[config.mk]
export PLATFORM = sky130hd
export DESIGN_NAME = led_pattern_fader_core_flat
export DESIGN_NICKNAME = d
export VERILOG_FILES = /design/src/lpf_pkg.sv /design/src/lpf_in_if.sv /design/src/lpf_out_if.sv /design/src/led_pattern_fader_core.sv /design/src/flat_wrapper.sv
export SDC_FILE = /design/constraint.sdc
export NUM_CORES = 1
export LEC_CHECK = 0
export BUFFER_PORTS_ARGS = -buffer_cell sky130_fd_sc_hd__clkbuf_2
export CAP_MARGIN = 30
export CELL_PAD_IN_SITES_DETAIL_PLACEMENT = 0
export CELL_PAD_IN_SITES_GLOBAL_PLACEMENT = 1
export CORE_MARGIN = 3
export CORE_UTILIZATION = 53
export CTS_BUF_LIST = sky130_fd_sc_hd__clkbuf_16
export DETAILED_ROUTE_END_ITERATION = 12
export PLACE_DENSITY_LB_ADDON = 0.1
export SYNTH_ARGS = -nofsm -noshare
export SYNTH_HDL_FRONTEND = slang
export SYNTH_SLANG_ARGS = --single-unit
[constraint.sdc]
create_clock -name clk -period 29.2 [get_ports clk]
set_input_delay 7.3 -clock clk [delete_from_list [all_inputs] [get_ports clk]]
set_output_delay 7.3 -clock clk [all_outputs]
set_load 0.02 [all_outputs]
[src/lpf_pkg.sv]
// lpf_pkg: shared constants, codes and types of the led pattern fader
// no dependencies; used by lpf_out_if, the core and the bench
package lpf_pkg;

  // default pattern geometry
  localparam int MAX_LEVEL_DEF     = 500;
  localparam int MIN_LEVEL_DEF     = 0;
  localparam int FRACTION_BITS_DEF = 8;

  // fixed field widths
  localparam int DUTY_W  = 9;
  localparam int MODE_W  = 3;
  localparam int SPEED_W = 8;
  localparam int PEAK_W  = 9;
  localparam int CFG_AW  = 5;
  localparam int CFG_DW  = 32;

  // pattern constants
  localparam int BLINK_ON        = 500;
  localparam int BLINK_THRESHOLD = 250;
  localparam int CHASE_ON        = 500;
  localparam int CHASE_B_START   = 500;
  localparam int CHASE_C_START   = 1000;
  localparam int CHASE_C_END     = 1500;
  localparam int USER_SCALE      = 500;
  localparam int USER_SCALE_W    = $clog2(USER_SCALE);

  typedef logic [DUTY_W-1:0] duty_t;
  typedef logic [MODE_W-1:0] mode_t;
  typedef logic [CFG_AW-1:0] cfg_addr_t;
  typedef logic [CFG_DW-1:0] cfg_data_t;
  typedef logic [2:0]        reg_idx_t;

  // pattern mode codes
  localparam mode_t MODE_FADE  = 3'd0;
  localparam mode_t MODE_DUAL  = 3'd1;
  localparam mode_t MODE_BLINK = 3'd2;
  localparam mode_t MODE_CHASE = 3'd3;
  localparam mode_t MODE_USER  = 3'd4;

  // register indexes
  localparam reg_idx_t REG_MODE  = 3'd0;
  localparam reg_idx_t REG_SPEED = 3'd1;
  localparam reg_idx_t REG_PEAK  = 3'd2;
  localparam reg_idx_t REG_PHASE = 3'd3;
  localparam reg_idx_t REG_CHSEL = 3'd4;

  // register reset values
  localparam mode_t              RST_MODE  = MODE_FADE;
  localparam logic [SPEED_W-1:0] RST_SPEED = 8'd25;
  localparam logic [PEAK_W-1:0]  RST_PEAK  = 9'd500;
  localparam logic               RST_PHASE = 1'b1;
  localparam logic               RST_CHSEL = 1'b0;

endpackage

[src/lpf_in_if.sv]
// lpf_in_if: request channel carrying one tick bit per request
// no dependencies
interface lpf_in_if;
  logic valid;
  logic ready;
  logic tick;

  modport source (output valid, output tick, input ready);
  modport sink   (input valid, input tick, output ready);
endinterface

[src/lpf_out_if.sv]
// lpf_out_if: result channel carrying the three channel duties
// depends on lpf_pkg
interface lpf_out_if;
  import lpf_pkg::*;
  logic  valid;
  logic  ready;
  duty_t duty_a;
  duty_t duty_b;
  duty_t duty_c;

  modport source (output valid, output duty_a, output duty_b, output duty_c, input ready);
  modport sink   (input valid, input duty_a, input duty_b, input duty_c, output ready);
endinterface

[src/led_pattern_fader_core.sv]
// led_pattern_fader_core: pattern state, step math and apb register file
// depends on lpf_pkg, lpf_in_if and lpf_out_if
//
// usage: each request on in_ch carries a tick bit; tick 1 advances the selected
// pattern one step, tick 0 only reads back. every request yields exactly one
// result on out_ch holding the pwm compare values of channels a, b and c.
// the pattern state and the duties are registered at the edge that takes the
// request, so the result is on out_ch in the cycle after; one request is taken
// every cycle while the receiver keeps up and no register write is settling.
// the duty registers double as the output register: when out_ch stalls,
// in_ch.ready drops until the waiting result is taken; a result can be taken
// and the next request accepted at the same edge.
// the user fade step is recomputed by a two-stage multiply pipeline; after
// reset and after every register write in_ch.ready stays low while that
// pipeline settles.
// reset (rst_n low, synchronous) loads register defaults, clears all duties
// and arms a pattern restart for the first tick.
module led_pattern_fader_core #(
  parameter int MAX_LEVEL     = lpf_pkg::MAX_LEVEL_DEF,
  parameter int MIN_LEVEL     = lpf_pkg::MIN_LEVEL_DEF,
  parameter int FRACTION_BITS = lpf_pkg::FRACTION_BITS_DEF
) (
  input  logic               clk,
  input  logic               rst_n,
  lpf_in_if.sink             in_ch,
  lpf_out_if.source          out_ch,
  input  logic               cfg_psel,
  input  logic               cfg_penable,
  input  logic               cfg_pwrite,
  input  lpf_pkg::cfg_addr_t cfg_paddr,
  input  lpf_pkg::cfg_data_t cfg_pwdata,
  output lpf_pkg::cfg_data_t cfg_prdata,
  output logic               cfg_pready
);
  import lpf_pkg::*;

  localparam int LVL_W    = $clog2(MAX_LEVEL + 1);
  localparam int CHASE_W  = $clog2(3 * MAX_LEVEL + 1);
  localparam int FIX_W    = $clog2((MAX_LEVEL << FRACTION_BITS) + 1);
  localparam int ST_W     = (CHASE_W > FIX_W) ? CHASE_W : FIX_W;
  localparam int SW       = ST_W + 3;
  localparam int PROD_W   = SPEED_W + LVL_W;
  localparam int X_W      = PROD_W + FRACTION_BITS;
  localparam int RCP_SH   = X_W + USER_SCALE_W;
  localparam int MUL_W    = 2 * X_W + 1;
  localparam longint unsigned RECIP =
    ((64'd1 << RCP_SH) + USER_SCALE - 1) / USER_SCALE;
  localparam logic [X_W:0] RECIP_C = RECIP[X_W:0];

  typedef logic [ST_W-1:0] level_t;

  // registers
  mode_t              mode_r;
  logic [SPEED_W-1:0] speed_r;
  logic [PEAK_W-1:0]  peak_r;
  logic               phase_r;
  logic               chsel_r;

  level_t lvl1_r, lvl1_nxt, lvl2_r, lvl2_nxt;
  logic   dir1_r, dir1_nxt, dir2_r, dir2_nxt;
  logic   restart_r;
  duty_t  duty_r [3];
  duty_t  duty_nxt [3];
  logic   out_valid_r;
  logic [1:0] settle_r;

  logic [PROD_W-1:0] prod_r;
  level_t            step_r;

  // start-of-tick view
  level_t lvl1_s, lvl2_s;
  logic   dir1_s, dir2_s;
  duty_t  duty_s [3];

  logic [LVL_W-1:0] peak_c;
  logic [10:0]      peak_w;
  level_t           hi_user, lo_user, stp, lo_m, hi_m;
  logic [ST_W:0]    mv1, mv2;
  logic [ST_W:0]    chase_v;
  level_t           ud1, ud2;
  logic [X_W-1:0]   x_w;
  logic [MUL_W-1:0] mul_w;
  logic             in_fire, cfg_wr;
  reg_idx_t         cfg_idx;

  function automatic logic [ST_W:0] lpf_move(input level_t lvl, input logic rising,
                                              input level_t step, input level_t lo,
                                              input level_t hi);
    logic signed [SW-1:0] l, s, lo_s, hi_s, v;
    logic dir;
    l    = $signed({3'b000, lvl});
    s    = $signed({3'b000, step});
    lo_s = $signed({3'b000, lo});
    hi_s = $signed({3'b000, hi});
    dir  = rising;
    v    = rising ? (l + s) : (l - s);
    if (v > hi_s) begin
      v   = (hi_s <<< 1) - v;
      dir = !rising;
    end else if (v < lo_s) begin
      v   = (lo_s <<< 1) - v;
      dir = !rising;
    end
    if (v > hi_s) v = hi_s;
    if (v < lo_s) v = lo_s;
    return {dir, v[ST_W-1:0]};
  endfunction

  assign cfg_wr     = cfg_psel & cfg_penable & cfg_pwrite;
  assign cfg_idx    = cfg_paddr[4:2];
  assign cfg_pready = 1'b1;

  always_comb begin
    case (cfg_idx)
      REG_MODE:  cfg_prdata = CFG_DW'(mode_r);
      REG_SPEED: cfg_prdata = CFG_DW'(speed_r);
      REG_PEAK:  cfg_prdata = CFG_DW'(peak_r);
      REG_PHASE: cfg_prdata = CFG_DW'(phase_r);
      REG_CHSEL: cfg_prdata = CFG_DW'(chsel_r);
      default:   cfg_prdata = '0;
    endcase
  end

  // user peak clamped into the level range
  assign peak_w = 11'(peak_r);
  always_comb begin
    if (peak_w > 11'(MAX_LEVEL)) peak_c = LVL_W'(MAX_LEVEL);
    else if (peak_w < 11'(MIN_LEVEL)) peak_c = LVL_W'(MIN_LEVEL);
    else peak_c = peak_w[LVL_W-1:0];
  end

  assign hi_user = ST_W'(peak_c) << FRACTION_BITS;
  assign lo_user = ST_W'(MIN_LEVEL) << FRACTION_BITS;

  // step = floor(speed * peak * 2^fb / 500) by reciprocal multiply
  assign x_w   = {prod_r, {FRACTION_BITS{1'b0}}};
  assign mul_w = MUL_W'(x_w) * MUL_W'(RECIP_C);

  always_ff @(posedge clk) begin
    prod_r <= PROD_W'(speed_r) * PROD_W'(peak_c);
    step_r <= mul_w[RCP_SH +: ST_W];
  end

  // restart loads the pattern's start values before the step
  always_comb begin
    lvl1_s = lvl1_r;
    lvl2_s = lvl2_r;
    dir1_s = dir1_r;
    dir2_s = dir2_r;
    duty_s = duty_r;
    if (restart_r) begin
      lvl1_s = '0;
      lvl2_s = '0;
      dir1_s = 1'b1;
      dir2_s = 1'b1;
      duty_s = '{default: '0};
      case (mode_r)
        MODE_FADE, MODE_CHASE: begin
        end
        MODE_DUAL: begin
          lvl2_s    = ST_W'(MAX_LEVEL);
          duty_s[2] = DUTY_W'(MAX_LEVEL);
        end
        MODE_BLINK: begin
          lvl2_s    = ST_W'(MAX_LEVEL);
          duty_s[1] = DUTY_W'(BLINK_ON);
        end
        default: begin
          if (phase_r) begin
            lvl1_s    = hi_user;
            duty_s[0] = DUTY_W'(peak_c);
          end
        end
      endcase
    end
  end

  always_comb begin
    case (mode_r)
      MODE_FADE, MODE_DUAL, MODE_BLINK, MODE_CHASE: begin
        stp  = ST_W'(speed_r);
        lo_m = ST_W'(MIN_LEVEL);
        hi_m = ST_W'(MAX_LEVEL);
      end
      default: begin
        stp  = step_r;
        lo_m = lo_user;
        hi_m = hi_user;
      end
    endcase
  end

  assign mv1     = lpf_move(lvl1_s, dir1_s, stp, lo_m, hi_m);
  assign mv2     = lpf_move(lvl2_s, dir2_s, stp, lo_m, hi_m);
  assign chase_v = {1'b0, lvl1_s} + (ST_W + 1)'(speed_r);
  assign ud1     = mv1[ST_W-1:0] >> FRACTION_BITS;
  assign ud2     = mv2[ST_W-1:0] >> FRACTION_BITS;

  always_comb begin
    lvl1_nxt = lvl1_s;
    lvl2_nxt = lvl2_s;
    dir1_nxt = dir1_s;
    dir2_nxt = dir2_s;
    duty_nxt = duty_s;
    case (mode_r)
      MODE_FADE: begin
        lvl1_nxt    = mv1[ST_W-1:0];
        dir1_nxt    = mv1[ST_W];
        duty_nxt[0] = mv1[DUTY_W-1:0];
        duty_nxt[2] = mv1[DUTY_W-1:0];
      end
      MODE_DUAL: begin
        lvl1_nxt    = mv1[ST_W-1:0];
        dir1_nxt    = mv1[ST_W];
        lvl2_nxt    = mv2[ST_W-1:0];
        dir2_nxt    = mv2[ST_W];
        duty_nxt[0] = mv1[DUTY_W-1:0];
        duty_nxt[2] = mv2[DUTY_W-1:0];
      end
      MODE_BLINK: begin
        lvl1_nxt    = mv1[ST_W-1:0];
        dir1_nxt    = mv1[ST_W];
        lvl2_nxt    = mv2[ST_W-1:0];
        dir2_nxt    = mv2[ST_W];
        duty_nxt[0] = (mv1[ST_W-1:0] > ST_W'(BLINK_THRESHOLD)) ? DUTY_W'(BLINK_ON) : '0;
        duty_nxt[1] = (mv2[ST_W-1:0] > ST_W'(BLINK_THRESHOLD)) ? DUTY_W'(BLINK_ON) : '0;
      end
      MODE_CHASE: begin
        // wrap to zero once past the end of channel c
        if (chase_v > (ST_W + 1)'(3 * MAX_LEVEL)) begin
          lvl1_nxt = '0;
        end else begin
          lvl1_nxt = chase_v[ST_W-1:0];
        end
        duty_nxt[0] = (lvl1_nxt < ST_W'(CHASE_B_START)) ? DUTY_W'(CHASE_ON) : '0;
        duty_nxt[1] = (lvl1_nxt >= ST_W'(CHASE_B_START) && lvl1_nxt < ST_W'(CHASE_C_START))
                      ? DUTY_W'(CHASE_ON) : '0;
        duty_nxt[2] = (lvl1_nxt >= ST_W'(CHASE_C_START) && lvl1_nxt < ST_W'(CHASE_C_END))
                      ? DUTY_W'(CHASE_ON) : '0;
      end
      default: begin
        lvl1_nxt    = mv1[ST_W-1:0];
        dir1_nxt    = mv1[ST_W];
        lvl2_nxt    = mv2[ST_W-1:0];
        dir2_nxt    = mv2[ST_W];
        duty_nxt[0] = ud1[DUTY_W-1:0];
        if (chsel_r) begin
          duty_nxt[1] = ud2[DUTY_W-1:0];
        end else begin
          duty_nxt[2] = ud2[DUTY_W-1:0];
        end
      end
    endcase
  end

  assign in_ch.ready   = (settle_r == 2'd0) && (!out_valid_r || out_ch.ready);
  assign in_fire       = in_ch.valid & in_ch.ready;
  assign out_ch.valid  = out_valid_r;
  assign out_ch.duty_a = duty_r[0];
  assign out_ch.duty_b = duty_r[1];
  assign out_ch.duty_c = duty_r[2];

  always_ff @(posedge clk) begin
    if (!rst_n) begin
      mode_r      <= RST_MODE;
      speed_r     <= RST_SPEED;
      peak_r      <= RST_PEAK;
      phase_r     <= RST_PHASE;
      chsel_r     <= RST_CHSEL;
      lvl1_r      <= '0;
      lvl2_r      <= '0;
      dir1_r      <= 1'b1;
      dir2_r      <= 1'b1;
      restart_r   <= 1'b1;
      duty_r      <= '{default: '0};
      out_valid_r <= 1'b0;
      settle_r    <= 2'd2;
    end else begin
      if (in_fire) begin
        out_valid_r <= 1'b1;
      end else if (out_ch.ready) begin
        out_valid_r <= 1'b0;
      end

      if (in_fire && in_ch.tick) begin
        lvl1_r    <= lvl1_nxt;
        lvl2_r    <= lvl2_nxt;
        dir1_r    <= dir1_nxt;
        dir2_r    <= dir2_nxt;
        duty_r    <= duty_nxt;
        restart_r <= 1'b0;
      end

      // in_ch.ready stays low while the step pipeline follows a register change
      if (cfg_wr) begin
        settle_r <= 2'd2;
      end else if (settle_r != 2'd0) begin
        settle_r <= settle_r - 2'd1;
      end

      if (cfg_wr) begin
        case (cfg_idx)
          REG_MODE: begin
            mode_r    <= cfg_pwdata[MODE_W-1:0];
            restart_r <= 1'b1;
          end
          REG_SPEED: speed_r <= cfg_pwdata[SPEED_W-1:0];
          REG_PEAK: begin
            peak_r    <= cfg_pwdata[PEAK_W-1:0];
            restart_r <= 1'b1;
          end
          REG_PHASE: begin
            phase_r   <= cfg_pwdata[0];
            restart_r <= 1'b1;
          end
          REG_CHSEL: begin
            chsel_r   <= cfg_pwdata[0];
            restart_r <= 1'b1;
          end
          default: begin
          end
        endcase
      end
    end
  end

endmodule

[src/flat_wrapper.sv]
// flat-port wrapper written by rule: the top's interface ports become plain ports
module led_pattern_fader_core_flat import lpf_pkg::*;
#(
  parameter int MAX_LEVEL     = lpf_pkg::MAX_LEVEL_DEF,
  parameter int MIN_LEVEL     = lpf_pkg::MIN_LEVEL_DEF,
  parameter int FRACTION_BITS = lpf_pkg::FRACTION_BITS_DEF
)
  (clk, rst_n, cfg_psel, cfg_penable, cfg_pwrite, cfg_paddr, cfg_pwdata, cfg_prdata, cfg_pready, in_ch_valid, in_ch_tick, in_ch_ready, out_ch_valid, out_ch_duty_a, out_ch_duty_b, out_ch_duty_c, out_ch_ready);
  lpf_in_if in_ch_i ();
  lpf_out_if out_ch_i ();
  input  logic clk;
  input  logic rst_n;
  input  logic cfg_psel;
  input  logic cfg_penable;
  input  logic cfg_pwrite;
  input  lpf_pkg::cfg_addr_t cfg_paddr;
  input  lpf_pkg::cfg_data_t cfg_pwdata;
  output lpf_pkg::cfg_data_t cfg_prdata;
  output logic cfg_pready;
  input wire logic [$bits(in_ch_i.valid)-1:0] in_ch_valid;
  input wire logic [$bits(in_ch_i.tick)-1:0] in_ch_tick;
  output wire logic [$bits(in_ch_i.ready)-1:0] in_ch_ready;
  output wire logic [$bits(out_ch_i.valid)-1:0] out_ch_valid;
  output wire logic [$bits(out_ch_i.duty_a)-1:0] out_ch_duty_a;
  output wire logic [$bits(out_ch_i.duty_b)-1:0] out_ch_duty_b;
  output wire logic [$bits(out_ch_i.duty_c)-1:0] out_ch_duty_c;
  input wire logic [$bits(out_ch_i.ready)-1:0] out_ch_ready;
  assign in_ch_i.valid = in_ch_valid;
  assign in_ch_i.tick = in_ch_tick;
  assign in_ch_ready = in_ch_i.ready;
  assign out_ch_valid = out_ch_i.valid;
  assign out_ch_duty_a = out_ch_i.duty_a;
  assign out_ch_duty_b = out_ch_i.duty_b;
  assign out_ch_duty_c = out_ch_i.duty_c;
  assign out_ch_i.ready = out_ch_ready;
  led_pattern_fader_core #(.MAX_LEVEL(MAX_LEVEL), .MIN_LEVEL(MIN_LEVEL), .FRACTION_BITS(FRACTION_BITS)) u_core (.clk(clk), .rst_n(rst_n), .in_ch(in_ch_i), .out_ch(out_ch_i), .cfg_psel(cfg_psel), .cfg_penable(cfg_penable), .cfg_pwrite(cfg_pwrite), .cfg_paddr(cfg_paddr), .cfg_pwdata(cfg_pwdata), .cfg_prdata(cfg_prdata), .cfg_pready(cfg_pready));
endmodule
After elaboration in Yosys (flattened, before gate mapping):

Index checks and enable logic that the tools add are counted.

* $add $sub $neg: 10
* multipliers: 2
* $lt $le $gt $ge: 18
* equality and inequality tests: 7
* muxes and demuxes: 50
* bitwise logic cells: 4
* reduce and logical (&&, ||, !) cells: 24

Operator list (number)
* $mux W17: 12
* $mux W20: 8
* $mux W9: 12
* $gt A20 B18 Y1: 4
* $lt A20 B1 Y1 const B: 4
* $pmux W9 S3: 2
* $pmux W9 S5: 1
* $mul A17 B26 Y43 const B: 1
* $sub A1 B20 Y20 const A: 2
* $sub A19 B20 Y20: 2
* $add A17 B17 Y18: 2
* $pmux W9 S4: 1
* $sub A17 B17 Y18: 2
* $gt A17 B8 Y1 const B: 2
* $add A17 B8 Y18: 1
* $gt A18 B11 Y1 const B: 1
* $mux W18: 1
* $ge A17 B10 Y1 const B: 1
* $ge A17 B9 Y1 const B: 1
* $lt A17 B10 Y1 const B: 1
* $lt A17 B11 Y1 const B: 1
* $lt A17 B9 Y1 const B: 1
* $mul A8 B9 Y17: 1
* $mux W1: 13
* 17 further kinds: 38

* flip-flop bits (word level): 123
* input bits: 45
* output and inout port bits: 62
* logic and storage cells: 132

Longest topological paths before layout:

* depth after elaboration: 18
* mapped depth: 43
* gate-level depth less buffers: 38

Worst setup path after synthesis:

Ideal clock, no wire load.

* kind: input port to output port
* from: in cfg_paddr[2]
* to: out cfg_prdata[0]
* data arrival time: 8359 ps
* data required time: 21900 ps
* slack: 13541 ps
* stages on the path: 4
* buffers on the path: 1
* path through: clkbuf_1 > mux4_2 > inv_1 > o21ai_0

* cells in the longest elaborated chain, start to end: 2
* elaborated cells on any way between the ends: 6
* classes of those cells: 4 x eq/ne; 1 x mux; 1 x reduce/logical

RTL lines
* start, declared: line flat_wrapper.sv:16 `input lpf_pkg::cfg_addr_t cfg_paddr;`
* $eq A3 B3 Y1 (tied with other cells): line led_pattern_fader_core.sv:114 `case (cfg_idx)`
* $pmux W9 S5 (*): line led_pattern_fader_core.sv:114
* end, declared: line flat_wrapper.sv:18 `output lpf_pkg::cfg_data_t cfg_prdata;`

Every way passes the cells marked *; elsewhere a longest branch is shown, timed or not.

Worst setup path after layout:

* from: in cfg_paddr[2]
* to: out cfg_prdata[5]

The elaborated chain is that of the path after synthesis.

==> results.cfg <==
[status]
outcome = completed

[logic_synthesis]
avgSynthCellArea_um2 = 8.165
ys_seq_elements = 123
syn_inst = 2776
async_flop_share = 0
synth.distinct_cells = 99
ys_warn_count = 0
yosysTopAreaCell = ha_1
ys_seq_area_frac = 0.1086
ys.flop_type = dfxtp_1
synth_top_cell_area_share = 0.1993
synth_area_mm2 = 0.02267
yosys-top-cells-area = ha_1 20%, fa_1 15%, dfxtp_1 11%
synth_edf_count = 0

[clock_tree]
clk-insertion-delay-late_ns = 0.47
root_buffer = clkbuf_16
cts.reportedPaths.clkPinSlew_ns = 0.06
cts_hold_buf = 0
ctsLongestPathBuffers = 2
post_cts_resized = 0
post-cts-setup-buffer-count = 0
cts_tree = built
cts_buffers = 17
htreeDepth = 4
cts_num_sinks = 123

[sta]
hold_viol = 0
worst_clock_skew_ns = 0.01299
rsz0062_at_grt = no
fin_crit_sh = 0.5398
worst_pin_slew_ns = 0.9785
setup_tns_ns = 0
max_slew_margin = 0.3408
drv_slew = 0
finalSetupViolCount = 0
whs_ns = 0.4857
clock.fmax_ghz = 0.06344
period_needed_ns = 15.76

[detailed_routing]
wl_met2_um = 34040
drt_first_pass_iters = 5
viasPerCell = 6.132
dr_total_vias = 20430
wl_met3_um = 3591
wl_met1_um = 29980
wirelength_um = 71930
postRouteAntennaNets = 0
top_layer_used = met4
drcViolationCount = 0
drtIter0Drc = 1566
routedWlPerCell_um = 21.59

[floorplanning]
die_height_um = 212.8
fp.dieW_um = 212.8
coreArea_mm2 = 0.04213
start_util = 0.5379
row_count = 75
ioPinCount = 107
dieArea_mm2 = 0.04528

[worst_setup_path]
path_class = input port to primary output
crit_required_ns = 21.90
cp-start-kind = input port
cp-end-kind = primary output
cp_max_fo = 11
cp.arrival_ns = 8.46

[grt]
grt_pass1_wl_um = 112400
grt_overflow = 0
antenna_found_initial = 0
track_usage = 0.3205
grt_pass1_vias = 20130
grt_max_degree = 91

[placement]
gp_congestion = 0.9680
portBuffers = 57
post-dp-hpwl_um = 58550

[final_layout]
n_antenna_cell = 0
drive_gt1_frac = 0.07020
mostFrequentLayoutCells = 361 x ha_1, 347 x inv_1, 187 x nand2_1, 169 x fa_1, 168 x nor2_1
mostFrequentLayoutCell = ha_1
area.growth.synth_to_final_pct = 5.769
final_nets = 3355
utilization = 0.5690

[power_and_ir_drop]
total_power_mw = 2.265
power_density_mw_per_mm2 = 94.47
p_leak_nw = 11.77
peakVddDrop_v = 0.0004253

[hold_path]
hold_path.class = flop to flop

[job]
cap_violations = 0
layout make-up:
class,instances,area [µm²]
inverter,350,1314
timing repair buffer,101,631.9
clock inverter,14,137.6
fill,4031,18160
clock buffer,17,425.4
sequential,123,2464
tap,539,674.4
multi-input combinational,2187,18330
state kept, by name (all words and copies together), names as in the netlist:
register / flops
u_core.restart_r: 1
u_core.prod_r: 17
u_core.lvl2_r: 17
u_core.lvl1_r: 17
u_core.step_r: 17
u_core.phase_r: 1
u_core.chsel_r: 1
u_core.out_ch.valid: 1
u_core.mode_r: 3
u_core.peak_r: 9
u_core.dir1_r: 1
u_core.out_ch.duty_c: 9
u_core.out_ch.duty_b: 9
u_core.dir2_r: 1
u_core.speed_r: 8
u_core.settle_r: 2
u_core.out_ch.duty_a: 9
layer usage:
metal | GRT usage | vias up
li1 | - | 9730
met1 | 0.4066 | 9909
met2 | 0.5318 | 637
met3 | 0.04055 | 149
met4 | 0.1766 | 0
met5 | 0 | -
cells in the mapped netlist (17+ instances only):
cell	count
a211oi_1	37
a21o_1	47
a21oi_1	163
a22oi_1	18
a31oi_1	26
and2_1	59
and3_1	31
buf_4	25
clkbuf_1	84
dfxtp_1	123
fa_1	169
ha_1	361
inv_1	347
mux2i_1	43
nand2_1	187
nand2b_1	32
nand3_1	63
nor2_1	168
nor2b_1	68
nor3_1	52
o211a_1	17
o211ai_1	41
o21a_1	23
o21ai_0	113
o21bai_1	19
o31ai_1	23
or3_1	20
xnor2_1	74
xor2_1	24
kinds of logic after synthesis:
kind of cell	count (synthesis)	share of synthesized area
AOI/OAI and AO/OA	707	0.2189
xor gates and xnor gates	98	0.03787
adders and majority gates	530	0.3486
buffers and inverters	488	0.08650
DFF	123	0.1086
muxes	59	0.02793
other	2	0.0003313
and+or+nand+nor	769	0.1713
critical path, stage by stage:
cell and delay [ns]:
clkbuf_2 0.22, nor2b_1 0.46, a22oi_1 0.16, nor2_1 0.13, clkbuf_2 0.18
metrics by stage:
stage | cell area [µm²] | worst slack [ns] | std cells
3_5_place_dp | 23410 | 13.45 | 3300
5_1_grt | 23970 | 13.26 | 3331
4_1_cts | 23970 | 13.44 | 3331
6_report | 23970 | 13.44 | 3331
2_1_floorplan | 22750 | 13.54 | 2798
3_3_place_gp | 23360 | 13.47 | 3295
report_power, final:
group          internal (mW)  switching [mW]
Sequential             0.201          0.0294
Clock                  0.118          0.0914
Combinational          0.827           0.998
Total                   1.15            1.12
final timing paths:
path,start,cells after the start,to,slack (ns)
worst max register to register,u_core.mode_r[2]$_SDFFE_PN0P_,35,u_core.out_ch.duty_b[4]$_SDFFE_PN0P_,17.24
worst min register to register,u_core.out_ch.duty_a[8]$_SDFFE_PN0P_,2,u_core.out_ch.duty_a[8]$_SDFFE_PN0P_,0.49
worst min-delay path,u_core.out_ch.duty_a[8]$_SDFFE_PN0P_,2,u_core.out_ch.duty_a[8]$_SDFFE_PN0P_,0.49
worst max-delay path,cfg_paddr[2],5,cfg_prdata[5],13.44
(Power assumes the default switching activity.)
